[config.mk]
export PLATFORM = sky130hd
export DESIGN_NAME = touch_coordinate_rotate_calibrate_unit
export DESIGN_NICKNAME = d
export VERILOG_FILES = /design/src/design/tcrc_pkg.sv /design/src/design/touch_coordinate_rotate_calibrate_unit.sv /design/src/design/tcrc_seq.sv /design/src/design/tcrc_lane.sv
export VERILOG_INCLUDE_DIRS = /design/src /design/src/design
export SDC_FILE = /design/constraint.sdc
export NUM_CORES = 2
export LEC_CHECK = 0
export BUFFER_PORTS_ARGS = -buffer_cell sky130_fd_sc_hd__buf_2
export CORE_MARGIN = 4
export CORE_UTILIZATION = 59
export CTS_BUF_LIST = sky130_fd_sc_hd__clkbuf_16
export CTS_CLUSTER_DIAMETER = 40
export CTS_CLUSTER_SIZE = 10
export DETAILED_ROUTE_END_ITERATION = 10
export PLACE_DENSITY = 0.85
export SYNTH_ARGS = -nofsm -noshare
export SYNTH_HDL_FRONTEND = slang
export SYNTH_SLANG_ARGS = --single-unit
export TNS_END_PERCENT = 20
[constraint.sdc]
create_clock -name i_clk -period 6.9 [get_ports i_clk]
set_input_delay 0.345 -clock i_clk [delete_from_list [all_inputs] [get_ports i_clk]]
set_output_delay 0.345 -clock i_clk [all_outputs]
set_load 0.02 [all_outputs]
[src/design/assert_macros.svh]
// Assertion helpers for the RTL.
`ifndef ASSERT_MACROS_SVH
`define ASSERT_MACROS_SVH

`ifndef SYNTH
`define ASSERT_IMPL(name, clk, rstn, pre, post) \
    name: assert property (@(posedge clk) disable iff (!(rstn)) (pre) |-> (post)) \
        else $error("assertion failed");
`define ASSERT_NEXT(name, clk, rstn, pre, post) \
    name: assert property (@(posedge clk) disable iff (!(rstn)) (pre) |=> (post)) \
        else $error("assertion failed");
`else
`define ASSERT_IMPL(name, clk, rstn, pre, post)
`define ASSERT_NEXT(name, clk, rstn, pre, post)
`endif

`endif

[src/design/tcrc_pkg.sv]
package tcrc_pkg;

    localparam int COORD_BITS_DEF = 16;
    localparam int FIELD_W        = 16;
    localparam int CFG_IDX_W      = 3;
    localparam int CFG_DATA_W     = 16;

    localparam logic [CFG_IDX_W-1:0] REG_ROT   = 3'd0;
    localparam logic [CFG_IDX_W-1:0] REG_CAL   = 3'd1;
    localparam logic [CFG_IDX_W-1:0] REG_MIN_X = 3'd2;
    localparam logic [CFG_IDX_W-1:0] REG_MIN_Y = 3'd3;
    localparam logic [CFG_IDX_W-1:0] REG_MAX_X = 3'd4;
    localparam logic [CFG_IDX_W-1:0] REG_MAX_Y = 3'd5;

    localparam logic [1:0] ROT_NORMAL = 2'd0;
    localparam logic [1:0] ROT_LEFT   = 2'd1;
    localparam logic [1:0] ROT_INVERT = 2'd2;
    localparam logic [1:0] ROT_RIGHT  = 2'd3;

    localparam logic [FIELD_W-1:0] RST_MIN_X = 16'd130;
    localparam logic [FIELD_W-1:0] RST_MIN_Y = 16'd250;
    localparam logic [FIELD_W-1:0] RST_MAX_X = 16'd3820;
    localparam logic [FIELD_W-1:0] RST_MAX_Y = 16'd3920;

    // datapath operations
    localparam int OP_W = 3;
    localparam logic [OP_W-1:0] OP_NOP   = 3'd0;
    localparam logic [OP_W-1:0] OP_PREP  = 3'd1;
    localparam logic [OP_W-1:0] OP_MUL   = 3'd2;
    localparam logic [OP_W-1:0] OP_DIV   = 3'd3;
    localparam logic [OP_W-1:0] OP_FINAL = 3'd4;
    localparam logic [OP_W-1:0] OP_CAL   = 3'd5;
    localparam logic [OP_W-1:0] OP_EMIT  = 3'd6;

    // jump conditions
    localparam int COND_W = 3;
    localparam logic [COND_W-1:0] C_NONE     = 3'd0;
    localparam logic [COND_W-1:0] C_ALWAYS   = 3'd1;
    localparam logic [COND_W-1:0] C_NO_IN    = 3'd2;
    localparam logic [COND_W-1:0] C_DROP     = 3'd3;
    localparam logic [COND_W-1:0] C_CAL      = 3'd4;
    localparam logic [COND_W-1:0] C_NOROT    = 3'd5;
    localparam logic [COND_W-1:0] C_CNT      = 3'd6;
    localparam logic [COND_W-1:0] C_OUT_FULL = 3'd7;

    // program steps
    localparam int UPC_W = 3;
    localparam logic [UPC_W-1:0] STEP_IDLE  = 3'd0;
    localparam logic [UPC_W-1:0] STEP_CHECK = 3'd1;
    localparam logic [UPC_W-1:0] STEP_PREP  = 3'd2;
    localparam logic [UPC_W-1:0] STEP_MUL   = 3'd3;
    localparam logic [UPC_W-1:0] STEP_DIV   = 3'd4;
    localparam logic [UPC_W-1:0] STEP_FINAL = 3'd5;
    localparam logic [UPC_W-1:0] STEP_CAL   = 3'd6;
    localparam logic [UPC_W-1:0] STEP_EMIT  = 3'd7;

    typedef struct packed {
        logic [OP_W-1:0]   op;
        logic [COND_W-1:0] cond;
        logic [UPC_W-1:0]  target;
    } t_uword;

    typedef struct packed {
        logic [OP_W-1:0] op;
        logic            idle;
    } t_ctrl;

    typedef struct packed {
        logic in_valid;
        logic ok;
        logic cal;
        logic norot;
        logic out_full;
    } t_status;

    typedef struct packed {
        logic               report_ok;
        logic               contact;
        logic [FIELD_W-1:0] raw_x;
        logic [FIELD_W-1:0] raw_y;
    } t_in_beat;

    typedef struct packed {
        logic               is_position;
        logic [FIELD_W-1:0] pos_x;
        logic [FIELD_W-1:0] pos_y;
        logic               contact_out;
        logic [FIELD_W-1:0] seen_min_x;
        logic [FIELD_W-1:0] seen_min_y;
        logic [FIELD_W-1:0] seen_max_x;
        logic [FIELD_W-1:0] seen_max_y;
    } t_out_beat;

    // control store; a step that does not jump falls through, the last wraps to idle
    function automatic t_uword ucode(input logic [UPC_W-1:0] pc);
        t_uword w;
        unique case (pc)
            STEP_IDLE:  w = '{op: OP_NOP,   cond: C_NO_IN,    target: STEP_IDLE};
            STEP_CHECK: w = '{op: OP_NOP,   cond: C_DROP,     target: STEP_IDLE};
            STEP_PREP:  w = '{op: OP_PREP,  cond: C_CAL,      target: STEP_CAL};
            STEP_MUL:   w = '{op: OP_MUL,   cond: C_NOROT,    target: STEP_FINAL};
            STEP_DIV:   w = '{op: OP_DIV,   cond: C_CNT,      target: STEP_DIV};
            STEP_FINAL: w = '{op: OP_FINAL, cond: C_ALWAYS,   target: STEP_EMIT};
            STEP_CAL:   w = '{op: OP_CAL,   cond: C_NONE,     target: STEP_IDLE};
            STEP_EMIT:  w = '{op: OP_EMIT,  cond: C_OUT_FULL, target: STEP_EMIT};
        endcase
        return w;
    endfunction

endpackage

[src/design/touch_coordinate_rotate_calibrate_unit.sv]
// Touch report mapper with orientation handling and a calibration tracker.
// Input channel: one beat per touch report (i_in_valid / o_in_stall, payload
// i_in_data). Output channel: one beat per result (o_out_valid / i_out_stall).
// A report with report_ok clear is consumed and yields no beat.
// Configuration: i_cfg_we writes i_cfg_data to register i_cfg_index; write
// only while the block is idle.
// A small microprogram steps one report at a time through a shared datapath.
// Steps after acceptance: check, prep, then cal when calibrating; mul and final
// for the normal and inverted orientations; mul, divide loop and final for left
// and right, where both scale terms run through a restoring divider, one bit a
// cycle; then emit. A dropped report returns to idle from check. The next report
// is taken in the cycle after the result is loaded.
// A finished result sits in the output register; if it is still stalled when
// the next result is ready, the sequencer waits at its emit step.
// Reset (synchronous, i_rst_n low) returns the sequencer to idle, empties the
// output register, loads the register defaults and clears the tracked extremes.
`include "assert_macros.svh"

module touch_coordinate_rotate_calibrate_unit #(
    parameter int COORD_BITS = tcrc_pkg::COORD_BITS_DEF
) (
    input  logic                              i_clk,
    input  logic                              i_rst_n,
    input  logic                              i_in_valid,
    output logic                              o_in_stall,
    input  tcrc_pkg::t_in_beat                i_in_data,
    output logic                              o_out_valid,
    input  logic                              i_out_stall,
    output tcrc_pkg::t_out_beat               o_out_data,
    input  logic                              i_cfg_we,
    input  logic [tcrc_pkg::CFG_IDX_W-1:0]    i_cfg_index,
    input  logic [tcrc_pkg::CFG_DATA_W-1:0]   i_cfg_data
);
    import tcrc_pkg::*;

    localparam int CB = COORD_BITS;
    localparam int RW = 2 * COORD_BITS + 2;

    // configuration
    logic [1:0]    r_rot;
    logic          r_cal;
    logic [CB-1:0] r_span_min_x, r_span_min_y, r_span_max_x, r_span_max_y;

    // captured report
    logic          r_ok, r_contact;
    logic [CB-1:0] r_x, r_y;

    // tracked extremes
    logic [CB-1:0] r_trk_min_x, r_trk_min_y, r_trk_max_x, r_trk_max_y;

    // pending result
    logic          r_is_pos;
    logic [CB-1:0] r_pos_x, r_pos_y;

    logic          r_out_valid;
    t_out_beat     r_out;

    t_ctrl   w_ctrl;
    t_status w_status;
    logic    w_in_acc, w_out_load;
    logic    w_cal_beat, w_pos_zero;

    logic signed [CB:0]   w_dx, w_dy, w_sx, w_sy;
    logic signed [2*CB:0] w_t0, w_t1;
    logic signed [RW-1:0] e_x, e_y, e_min_x, e_min_y, e_max_x, e_max_y, e_t0, e_t1;
    logic signed [RW-1:0] w_rx, w_ry;
    logic [CB-1:0]        w_sat_x, w_sat_y;

    assign w_in_acc   = i_in_valid && w_ctrl.idle;
    assign o_in_stall = !w_ctrl.idle;

    always_comb begin
        w_status.in_valid = i_in_valid;
        w_status.ok       = r_ok;
        w_status.cal      = r_cal;
        w_status.norot    = (r_rot == ROT_NORMAL) || (r_rot == ROT_INVERT);
        w_status.out_full = r_out_valid && i_out_stall;
    end

    assign w_out_load = (w_ctrl.op == OP_EMIT) && !w_status.out_full;

    tcrc_seq #(
        .COORD_BITS (COORD_BITS)
    ) u_seq (
        .i_clk    (i_clk),
        .i_rst_n  (i_rst_n),
        .i_status (w_status),
        .o_ctrl   (w_ctrl)
    );

    assign w_dx = {1'b0, r_x} - {1'b0, r_span_min_x};
    assign w_dy = {1'b0, r_y} - {1'b0, r_span_min_y};
    assign w_sx = {1'b0, r_span_max_x} - {1'b0, r_span_min_x};
    assign w_sy = {1'b0, r_span_max_y} - {1'b0, r_span_min_y};

    // x lane: dy * sx / sy, y lane: dx * sy / sx
    tcrc_lane #(
        .COORD_BITS (COORD_BITS)
    ) u_lane_x (
        .i_clk  (i_clk),
        .i_op   (w_ctrl.op),
        .i_d    (w_dy),
        .i_num  (w_sx),
        .i_den  (w_sy),
        .o_term (w_t0)
    );

    tcrc_lane #(
        .COORD_BITS (COORD_BITS)
    ) u_lane_y (
        .i_clk  (i_clk),
        .i_op   (w_ctrl.op),
        .i_d    (w_dx),
        .i_num  (w_sy),
        .i_den  (w_sx),
        .o_term (w_t1)
    );

    always_comb begin
        e_x     = RW'(r_x);
        e_y     = RW'(r_y);
        e_min_x = RW'(r_span_min_x);
        e_min_y = RW'(r_span_min_y);
        e_max_x = RW'(r_span_max_x);
        e_max_y = RW'(r_span_max_y);
        e_t0    = RW'(w_t0);
        e_t1    = RW'(w_t1);
        unique case (r_rot)
            ROT_LEFT: begin
                w_rx = e_max_x - e_t0;
                w_ry = e_min_y + e_t1;
            end
            ROT_INVERT: begin
                w_rx = e_max_x + e_min_x - e_x;
                w_ry = e_max_y + e_min_y - e_y;
            end
            ROT_RIGHT: begin
                w_rx = e_min_x + e_t0;
                w_ry = e_max_y - e_t1;
            end
            default: begin
                w_rx = e_x;
                w_ry = e_y;
            end
        endcase
        w_sat_x = w_rx[RW-1] ? '0 : ((|w_rx[RW-2:CB]) ? '1 : w_rx[CB-1:0]);
        w_sat_y = w_ry[RW-1] ? '0 : ((|w_ry[RW-2:CB]) ? '1 : w_ry[CB-1:0]);
    end

    always_ff @(posedge i_clk) begin
        if (!i_rst_n) begin
            r_rot        <= ROT_NORMAL;
            r_cal        <= 1'b0;
            r_span_min_x <= RST_MIN_X[CB-1:0];
            r_span_min_y <= RST_MIN_Y[CB-1:0];
            r_span_max_x <= RST_MAX_X[CB-1:0];
            r_span_max_y <= RST_MAX_Y[CB-1:0];
        end else if (i_cfg_we) begin
            unique case (i_cfg_index)
                REG_ROT:   r_rot        <= i_cfg_data[1:0];
                REG_CAL:   r_cal        <= i_cfg_data[0];
                REG_MIN_X: r_span_min_x <= i_cfg_data[CB-1:0];
                REG_MIN_Y: r_span_min_y <= i_cfg_data[CB-1:0];
                REG_MAX_X: r_span_max_x <= i_cfg_data[CB-1:0];
                REG_MAX_Y: r_span_max_y <= i_cfg_data[CB-1:0];
                default: begin
                end
            endcase
        end
    end

    always_ff @(posedge i_clk) begin
        if (w_in_acc) begin
            r_ok      <= i_in_data.report_ok;
            r_contact <= i_in_data.contact;
            r_x       <= i_in_data.raw_x[CB-1:0];
            r_y       <= i_in_data.raw_y[CB-1:0];
        end
    end

    always_ff @(posedge i_clk) begin
        if (!i_rst_n) begin
            r_trk_min_x <= '0;
            r_trk_min_y <= '0;
            r_trk_max_x <= '0;
            r_trk_max_y <= '0;
        end else if (w_ctrl.op == OP_CAL) begin
            // a zero minimum is unset
            if ((r_trk_min_x == '0) || (r_x < r_trk_min_x)) begin
                r_trk_min_x <= r_x;
            end
            if ((r_trk_min_y == '0) || (r_y < r_trk_min_y)) begin
                r_trk_min_y <= r_y;
            end
            if (r_x > r_trk_max_x) begin
                r_trk_max_x <= r_x;
            end
            if (r_y > r_trk_max_y) begin
                r_trk_max_y <= r_y;
            end
        end
    end

    always_ff @(posedge i_clk) begin
        if (w_ctrl.op == OP_FINAL) begin
            r_is_pos <= 1'b1;
            r_pos_x  <= w_sat_x;
            r_pos_y  <= w_sat_y;
        end else if (w_ctrl.op == OP_CAL) begin
            r_is_pos <= 1'b0;
            r_pos_x  <= '0;
            r_pos_y  <= '0;
        end
    end

    always_ff @(posedge i_clk) begin
        if (!i_rst_n) begin
            r_out_valid <= 1'b0;
        end else if (w_out_load) begin
            r_out_valid <= 1'b1;
        end else if (!i_out_stall) begin
            r_out_valid <= 1'b0;
        end
    end

    always_ff @(posedge i_clk) begin
        if (w_out_load) begin
            r_out.is_position <= r_is_pos;
            r_out.pos_x       <= FIELD_W'(r_pos_x);
            r_out.pos_y       <= FIELD_W'(r_pos_y);
            r_out.contact_out <= r_contact;
            r_out.seen_min_x  <= FIELD_W'(r_trk_min_x);
            r_out.seen_min_y  <= FIELD_W'(r_trk_min_y);
            r_out.seen_max_x  <= FIELD_W'(r_trk_max_x);
            r_out.seen_max_y  <= FIELD_W'(r_trk_max_y);
        end
    end

    assign o_out_valid = r_out_valid;
    assign o_out_data  = r_out;

    assign w_cal_beat = o_out_valid && !o_out_data.is_position;
    assign w_pos_zero = (o_out_data.pos_x == '0) && (o_out_data.pos_y == '0);

    `ASSERT_NEXT(a_busy_after_accept, i_clk, i_rst_n, w_in_acc, o_in_stall)
    `ASSERT_IMPL(a_cal_beat_no_pos, i_clk, i_rst_n, w_cal_beat, w_pos_zero)
    `ASSERT_IMPL(a_min_le_max_x, i_clk, i_rst_n, r_trk_min_x != '0, r_trk_min_x <= r_trk_max_x)
    `ASSERT_IMPL(a_min_le_max_y, i_clk, i_rst_n, r_trk_min_y != '0, r_trk_min_y <= r_trk_max_y)

endmodule

[src/design/tcrc_seq.sv]
module tcrc_seq #(
    parameter int COORD_BITS = tcrc_pkg::COORD_BITS_DEF
) (
    input  logic              i_clk,
    input  logic              i_rst_n,
    input  tcrc_pkg::t_status i_status,
    output tcrc_pkg::t_ctrl   o_ctrl
);
    import tcrc_pkg::*;

    localparam int CNT_W = $clog2(2 * COORD_BITS);
    localparam logic [CNT_W-1:0] CNT_LOAD = CNT_W'(2 * COORD_BITS - 1);

    logic [UPC_W-1:0] r_pc, n_pc;
    logic [CNT_W-1:0] r_cnt, n_cnt;
    t_uword           w_uw;
    logic             w_take;

    always_comb begin
        w_uw = ucode(r_pc);
        unique case (w_uw.cond)
            C_NONE:     w_take = 1'b0;
            C_ALWAYS:   w_take = 1'b1;
            C_NO_IN:    w_take = !i_status.in_valid;
            C_DROP:     w_take = !i_status.ok;
            C_CAL:      w_take = i_status.cal;
            C_NOROT:    w_take = i_status.norot;
            C_CNT:      w_take = (r_cnt != '0);
            C_OUT_FULL: w_take = i_status.out_full;
        endcase
        n_pc = w_take ? w_uw.target : r_pc + UPC_W'(1);

        n_cnt = r_cnt;
        if (w_uw.op == OP_MUL) begin
            n_cnt = CNT_LOAD;
        end else if (w_uw.op == OP_DIV) begin
            n_cnt = r_cnt - CNT_W'(1);
        end
    end

    always_ff @(posedge i_clk) begin
        if (!i_rst_n) begin
            r_pc  <= STEP_IDLE;
            r_cnt <= '0;
        end else begin
            r_pc  <= n_pc;
            r_cnt <= n_cnt;
        end
    end

    assign o_ctrl.op   = w_uw.op;
    assign o_ctrl.idle = (r_pc == STEP_IDLE);

endmodule

[src/design/tcrc_lane.sv]
module tcrc_lane #(
    parameter int COORD_BITS = tcrc_pkg::COORD_BITS_DEF
) (
    input  logic                          i_clk,
    input  logic [tcrc_pkg::OP_W-1:0]     i_op,
    input  logic signed [COORD_BITS:0]    i_d,
    input  logic signed [COORD_BITS:0]    i_num,
    input  logic signed [COORD_BITS:0]    i_den,
    output logic signed [2*COORD_BITS:0]  o_term
);
    import tcrc_pkg::*;

    localparam int PW = 2 * COORD_BITS;

    logic                  r_neg, r_zero;
    logic [COORD_BITS-1:0] r_mag_d, r_mag_n, r_mag_den, r_rem;
    logic [PW-1:0]         r_quo;

    logic [COORD_BITS:0]   w_d_neg, w_n_neg, w_den_neg;
    logic [COORD_BITS-1:0] w_abs_d, w_abs_n, w_abs_den;
    logic [PW-1:0]         w_prod;
    logic [COORD_BITS:0]   w_trial, w_diff;
    logic                  w_ge;
    logic [PW:0]           w_q;

    always_comb begin
        w_d_neg   = -i_d;
        w_n_neg   = -i_num;
        w_den_neg = -i_den;
        w_abs_d   = i_d[COORD_BITS]   ? w_d_neg[COORD_BITS-1:0]   : i_d[COORD_BITS-1:0];
        w_abs_n   = i_num[COORD_BITS] ? w_n_neg[COORD_BITS-1:0]   : i_num[COORD_BITS-1:0];
        w_abs_den = i_den[COORD_BITS] ? w_den_neg[COORD_BITS-1:0] : i_den[COORD_BITS-1:0];

        w_prod  = {{COORD_BITS{1'b0}}, r_mag_d} * {{COORD_BITS{1'b0}}, r_mag_n};

        // restoring divide, one quotient bit a step
        w_trial = {r_rem, r_quo[PW-1]};
        w_diff  = w_trial - {1'b0, r_mag_den};
        w_ge    = (w_trial >= {1'b0, r_mag_den});

        w_q    = {1'b0, r_quo};
        o_term = r_zero ? '0 : (r_neg ? -w_q : w_q);
    end

    always_ff @(posedge i_clk) begin
        unique case (i_op)
            OP_PREP: begin
                r_neg     <= i_d[COORD_BITS] ^ i_num[COORD_BITS] ^ i_den[COORD_BITS];
                r_zero    <= (i_den == '0);
                r_mag_d   <= w_abs_d;
                r_mag_n   <= w_abs_n;
                r_mag_den <= w_abs_den;
            end
            OP_MUL: begin
                r_quo <= w_prod;
                r_rem <= '0;
            end
            OP_DIV: begin
                r_quo <= {r_quo[PW-2:0], w_ge};
                r_rem <= w_ge ? w_diff[COORD_BITS-1:0] : w_trial[COORD_BITS-1:0];
            end
            default: begin
            end
        endcase
    end

endmodule
Word-level counts from Yosys, hierarchy flattened
Memories as Yosys holds them, arrays and structs flattened. A register that Yosys moved wholly into a read port is not among the register bits.
Cells that the tools add are included.
{"block": "op_classes", "n_addsub": 22, "mul": 2, "div": 0, "n_lt_le_gt_ge": 6, "eq_ne": 22, "shift": 0, "n_mux": 30, "bitwise_logic": 4, "n_reduce_logical": 33}
{"op": "16-bit 2-to-1 mux", "n": 13}
{"op": "34-bit case mux with 3 select lines", "n": 2}
{"op": "33-bit 2-to-1 mux", "n": 4}
{"op": "32-bit case mux with 2 select lines", "n": 2}
{"op": "17-bit by 33-bit adder with 34-bit output", "n": 2}
{"op": "16-bit by 16-bit subtractor with 17-bit output", "n": 4}
{"op": "17-bit by 33-bit subtractor with 34-bit output", "n": 2}
{"op": "32-bit negation with 33-bit output", "n": 2}
{"op": "16-bit by 16-bit multiplier with 32-bit output", "n": 2}
{"op": "16-bit negation", "n": 4}
{"op": "16-bit case mux with 2 select lines", "n": 2}
{"op": "17-bit by 16-bit subtractor with 18-bit output", "n": 2}
{"op": "16-bit by 16-bit adder with 17-bit output", "n": 2}
{"op": "17-bit by 16-bit >= comparator with 1-bit output", "n": 2}
{"op": "17-bit zero test", "n": 2}
{"op": "17-bit OR reduction", "n": 2}
{"op": "16-bit greater-than comparator", "n": 2}
{"op": "16-bit zero test", "n": 2}
{"op": "16-bit < comparator", "n": 2}
{"op": "16-bit subtractor", "n": 2}
{"op": "3-bit == test (second input constant)", "n": 9}
{"op": "2-bit AND reduction", "n": 10}
{"op": "3-bit by 2-bit == test with 1-bit output (second input constant)", "n": 6}
{"op": "5-bit 2-to-1 mux", "n": 2}
{"op": "17 further kinds", "n": 35}
{"block": "totals", "regBits": 469, "latchBits": 0, "mem_bits_rw": 0, "romBits": 72, "word_cells": 160, "n_memories": 1}
{"memory": "(name not given)", "words": 8, "width": 9, "rd": 1, "rd_clocked_by_memory_dff": 1, "wr": 0, "line": "tcrc_pkg.sv:97", "text": "unique case (pc)"}

Logic depth before layout (Yosys ltp)
{"block": "depth", "depth_word": 9, "depth_mapped": 26, "depth_no_buf": 24}

Cells and area by module
A second synthesis with hierarchy kept.
{"block": "unflattened", "hier_cells": 5954, "area_unflattened_um2": 53164.7}
{"mod": "touch_coordinate_rotate_calibrate_unit", "instances": 1, "cells_per_inst": 2641, "area_per_inst_um2": 23044.6}
{"mod": "tcrc_lane at u_lane_x", "instances": 1, "cells_per_inst": 1640, "area_per_inst_um2": 14736.6}
{"mod": "tcrc_lane at u_lane_y", "instances": 1, "cells_per_inst": 1582, "area_per_inst_um2": 14543.9}
{"mod": "tcrc_seq", "instances": 1, "cells_per_inst": 91, "area_per_inst_um2": 839.6}

Worst setup path after synthesis
No wires, ideal clock.
{"block": "synth_timing", "path_type": "reg2reg", "startpoint": "reg u_lane_x.r_mag_n[9]", "endpoint": "reg u_lane_x.r_quo[29], data pin", "arrival_ns": 6.576, "required_time_ns": 6.630, "path_slack_ns": 0.054, "path_stages_with_launch": 27, "n_path_buf": 2, "synth_period_minus_slack_ns": 6.846, "path_cell_list": "edfxtp_1 -> clkbuf_1 -> clkbuf_1 -> nand2_1 -> fa_1 -> inv_1 -> fa_1 -> inv_1 -> fa_1 -> inv_1 -> fa_1 -> fa_1 -> inv_1 -> fa_1 -> inv_1 -> ha_1 -> a21o_1 -> a21o_1 -> a21oi_1 -> o21ai_0 -> a2111oi_0 -> nor3_1 -> a41o_1 -> o41a_1 -> a31oi_1 -> xor2_1 -> a21oi_1"}
{"block": "synth_between", "elab_chain_cells": 2}
{"element": "from (decl)", "line": "tcrc_lane.sv:16", "text": "logic [COORD_BITS-1:0] r_mag_d, r_mag_n, r_mag_den, r_rem;"}
{"element": "from (signal assigned)", "line": "tcrc_lane.sv:51", "text": "r_mag_n <= w_abs_n;"}
{"element": "16-bit by 16-bit multiplier with 32-bit output", "line": "tcrc_lane.sv:34", "text": "w_prod = {{COORD_BITS{1'b0}}, r_mag_d} * {{COORD_BITS{1'b0}}, r_mag_n};"}
{"element": "32-bit case mux with 2 select lines", "line": "tcrc_lane.sv:46", "text": "unique case (i_op)"}
{"element": "to (signal assigned)", "line": "tcrc_lane.sv:55", "text": "r_quo <= w_prod;"}
{"element": "to (signal assigned)", "line": "tcrc_lane.sv:59", "text": "r_quo <= {r_quo[PW-2:0], w_ge};"}
{"element": "to (decl)", "line": "tcrc_lane.sv:17", "text": "logic [PW-1:0] r_quo;"}
Every way passes these cells.
A chain may end at the register's enable or synchronous reset.

Worst setup path after layout
{"block": "layout_timing", "startpoint": "reg u_lane_x.r_mag_n[6]", "endpoint": "reg u_lane_x.r_quo[29], data pin"}
The elaborated chain is that of the path after synthesis.

==> results.sh <==
export IMPL_result_of_the_run="finished, final reports clean"
export IMPL_timing_critical_path_slowest_cell_delay_ns=0.54
export IMPL_asyncSetResetFlopFracSynth=0
export IMPL_synth_top_flop_cell="edfxtp_1"
export IMPL_maxClockFrequency_mhz=148
export IMPL_worstSetupEndpointType="flip-flop"
export IMPL_globalRouteTotalUtil=0.333
export IMPL_fillers=6385
export IMPL_dr_pass1_iters=7
export IMPL_synth_most_common_cell="inv_1"
export IMPL_post_synth_most_frequent_cells="inv_1, nand2_1, ha_1"
export IMPL_largest_register_ffs=98
export IMPL_route_detailed_vias_per_inst=6.17
export IMPL_synth_seq_area_share=0.253
export IMPL_postRouteWirelength_um=151000
export IMPL_synth_net_count=6697
export IMPL_yosys_cell_types_count=87
export IMPL_grt_first_pass_wirelength_um=239000
export IMPL_tritoncts="done"
export IMPL_finalHoldViolCount=0
export IMPL_clock_path_buffers=3
export IMPL_synth_top_area_share=0.194
export IMPL_finish_net_count=6938
export IMPL_worst_path_most_repeated_cell="fa_1"
export IMPL_yosys_warnings=0
export IMPL_finalCriticalPeriod_ns=6.76
export IMPL_timing_critical_path_fanout_max=7
export IMPL_synth_edff_count=328
export IMPL_hpwlAfterDp_um=113000
export IMPL_avgRoutedWirePerCell_um=21.0
export IMPL_final_period_utilization=0.979
export IMPL_synth_cell_area_mm2=0.0508
export IMPL_arrival_ns=7.11
export IMPL_rsz_0062_raised_after_global_routing="true"
export IMPL_drt_first_iter_violations=4434
export IMPL_max_cap_violations=0
export IMPL_multi_input_area_mm2=0.0343
export IMPL_post_place_cells=6959
export IMPL_antenna_found_initial=7
export IMPL_layout_cell_share_with_drive_strength_beyond_1=0.0962
export IMPL_synthesis_area_per_instance_um2=8.86
export IMPL_synth_seq_cells=478
export IMPL_num_vias=44295
export IMPL_cts_made_buffers=78
export IMPL_layout_cell_area_non_filler_mm2=0.0567
export IMPL_synthTopCellsByArea="edfxtp_1, fa_1, ha_1"
export IMPL_design_core_area_mm2=0.0853
export IMPL_worst_hold_path_type="input port to flip-flop"
export IMPL_register_area_mm2=0.0129
export IMPL_numClockSinks=478
export IMPL_clkLatencyLatePin_ns=0.66
export IMPL_fp_row_count=107
export IMPL_grt_overflow_total=0
export IMPL_clkTransAtPathRegs_ns=0.05
export IMPL_required_ns=7.26
export IMPL_port_buffers=157
export IMPL_final_antenna_net_count=0
export IMPL_timing_setup_critical_path_class="flip-flop to flip-flop"
export IMPL_die_width_um=301
export IMPL_clockRootBuffer="clkbuf_16"
export IMPL_yosysTopAreaCell="edfxtp_1"
export IMPL_path_cells="buf_6, and2_1, fa_1, inv_1, fa_1, inv_1, fa_1, fa_1, fa_1, inv_1, fa_1, inv_1, ha_1, buf_4, nand3_1, nor2_1, a2111oi_4, nor3_2, a41o_1, o41a_1, a31oi_2, xor2_1, a21oi_1"
export IMPL_die_area_mm2=0.0908
export IMPL_io_pins=158
export IMPL_htreeDepth=3
export IMPL_routabilityCongestion=1.03
export IMPL_first_global_vias=44632
export IMPL_setup_viol=0
export IMPL_fin_cells=7184
export IMPL_fin_skew_ns=0.0355
export IMPL_remaining_drc_errors=0
export IMPL_die_h_um=301
export IMPL_startpoint_type="flip-flop"
export IMPL_timing_final_max_slew_violations=0
export IMPL_initial_core_util=0.596
export IMPL_area_growth_synth_to_final_pct=11.7
export IMPL_grt_start_max_net_pins=87
export IMPL_max_slew_worst_pin_slew_ns=1.38
export IMPL_placement_cell_area_mm2=0.0533
export IMPL_gate_count_after_technology_mapping=5732
export IMPL_postLayoutCoreUtil=0.665
export IMPL_slew_headroom=0.0779
export IMPL_critical_path_slowest_cell="fa_1"
## cell type report
| type | instances | area share |
|---|---|---|
| multi-input cells | 4241 | 0.605 |
| clock inverters | 64 | 0.00823 |
| repair buffers | 379 | 0.0467 |
| clock buffers | 80 | 0.0353 |
| well taps | 1144 | 0.0252 |
| diodes | 3 | 0.000132 |
| inverters | 795 | 0.0526 |
| flip-flops and latches | 478 | 0.227 |
## worst paths after layout
kind	from	endpoint	slack (ns)	cells after the start
setup / recovery	u_lane_x.r_mag_n[6]	u_lane_x.r_quo[29]	0.14	23
hold / removal	i_cfg_data[7]	r_span_max_y[7]	0.02	3
setup reg to reg	u_lane_x.r_mag_n[6]	u_lane_x.r_quo[29]	0.14	23
hold reg to reg	r_pos_x[3]	o_out_data[84]	0.41	0
## worst max-delay path: cells and delay by family, from the launching register on
family	cells	cell delay, ns
AOI/OAI and AO/OA	5	1.30
adders and majority gates	7	3.38
and+or+nand+nor	4	0.50
buffers and inverters	6	0.59
DFF	1	0.51
xor gates and xnor gates	1	0.17
## routing by layer
layer / part of all wire / global-route usage / vias to the layer above / wire length, µm
met5: 0.00042 / 0 / - / 64
met4: 0.075 / 0.207 / 8 / 11300
met3: 0.11 / 0.0811 / 630 / 16200
met2: 0.46 / 0.534 / 2488 / 68700
met1: 0.36 / 0.406 / 21184 / 54700
li1: - / - / 19985 / -
## metrics by stage
step	hold slack (ns)	TNS (ns)	worst slack (ns)
6_report	0.0195	0	0.143
5_1_grt	0.0418	-0.305	-0.0870
4_1_cts	0.000606	0	0.0367
3_5_place_dp	0.405	-0.334	-0.182
3_3_place_gp	0.406	-0.186	-0.115
2_1_floorplan	0.400	0	0.0536
## cell families after synthesis
logic type	count (synthesis)	share of synthesized area
flip-flops	478	0.253
XOR/XNOR	306	0.0528
multiplexers	55	0.0128
AO/OA/AOI/OAI	1143	0.143
adder cells (fa/ha/maj)	907	0.287
AND/OR/NAND/NOR	1830	0.176
buffers and inverters	1013	0.0751
## layout by cell type, fill, tap and decap left out, drive strengths merged, types with 23 or more instances in the layout
| master | count |
|---|---|
| or4 | 31 |
| xnor2 | 190 |
| clkinv | 24 |
| o31ai | 29 |
| dlygate4sd3 | 41 |
| nand4 | 36 |
| clkbuf | 80 |
| o21ai | 256 |
| nor4 | 42 |
| nand2b | 50 |
| edfxtp | 328 |
| a21o | 86 |
| a211oi | 48 |
| o21a | 46 |
| and2 | 257 |
| mux2i | 37 |
| dfxtp | 150 |
| or2 | 48 |
| nor3 | 93 |
| fa | 430 |
| nand2 | 662 |
| o211ai | 52 |
| a31oi | 33 |
| buf | 338 |
| and3 | 23 |
| nor2 | 301 |
| xor2 | 116 |
| ha | 477 |
| a21oi | 357 |
| o21bai | 33 |
| nand3 | 119 |
| or3 | 66 |
| nor2b | 49 |
| inv | 826 |
## what timing repair did
item	CTS	global route
endpoints found under the setup margin	2	16
buffers inserted	0	37
resized for setup	6	32
hold buffers	41	0
endpoints found under the hold margin	44	0
pin swaps	1	21
Power is not shown: default switching activity piles up to over one toggle a cycle in this logic, so the estimate is an artifact.
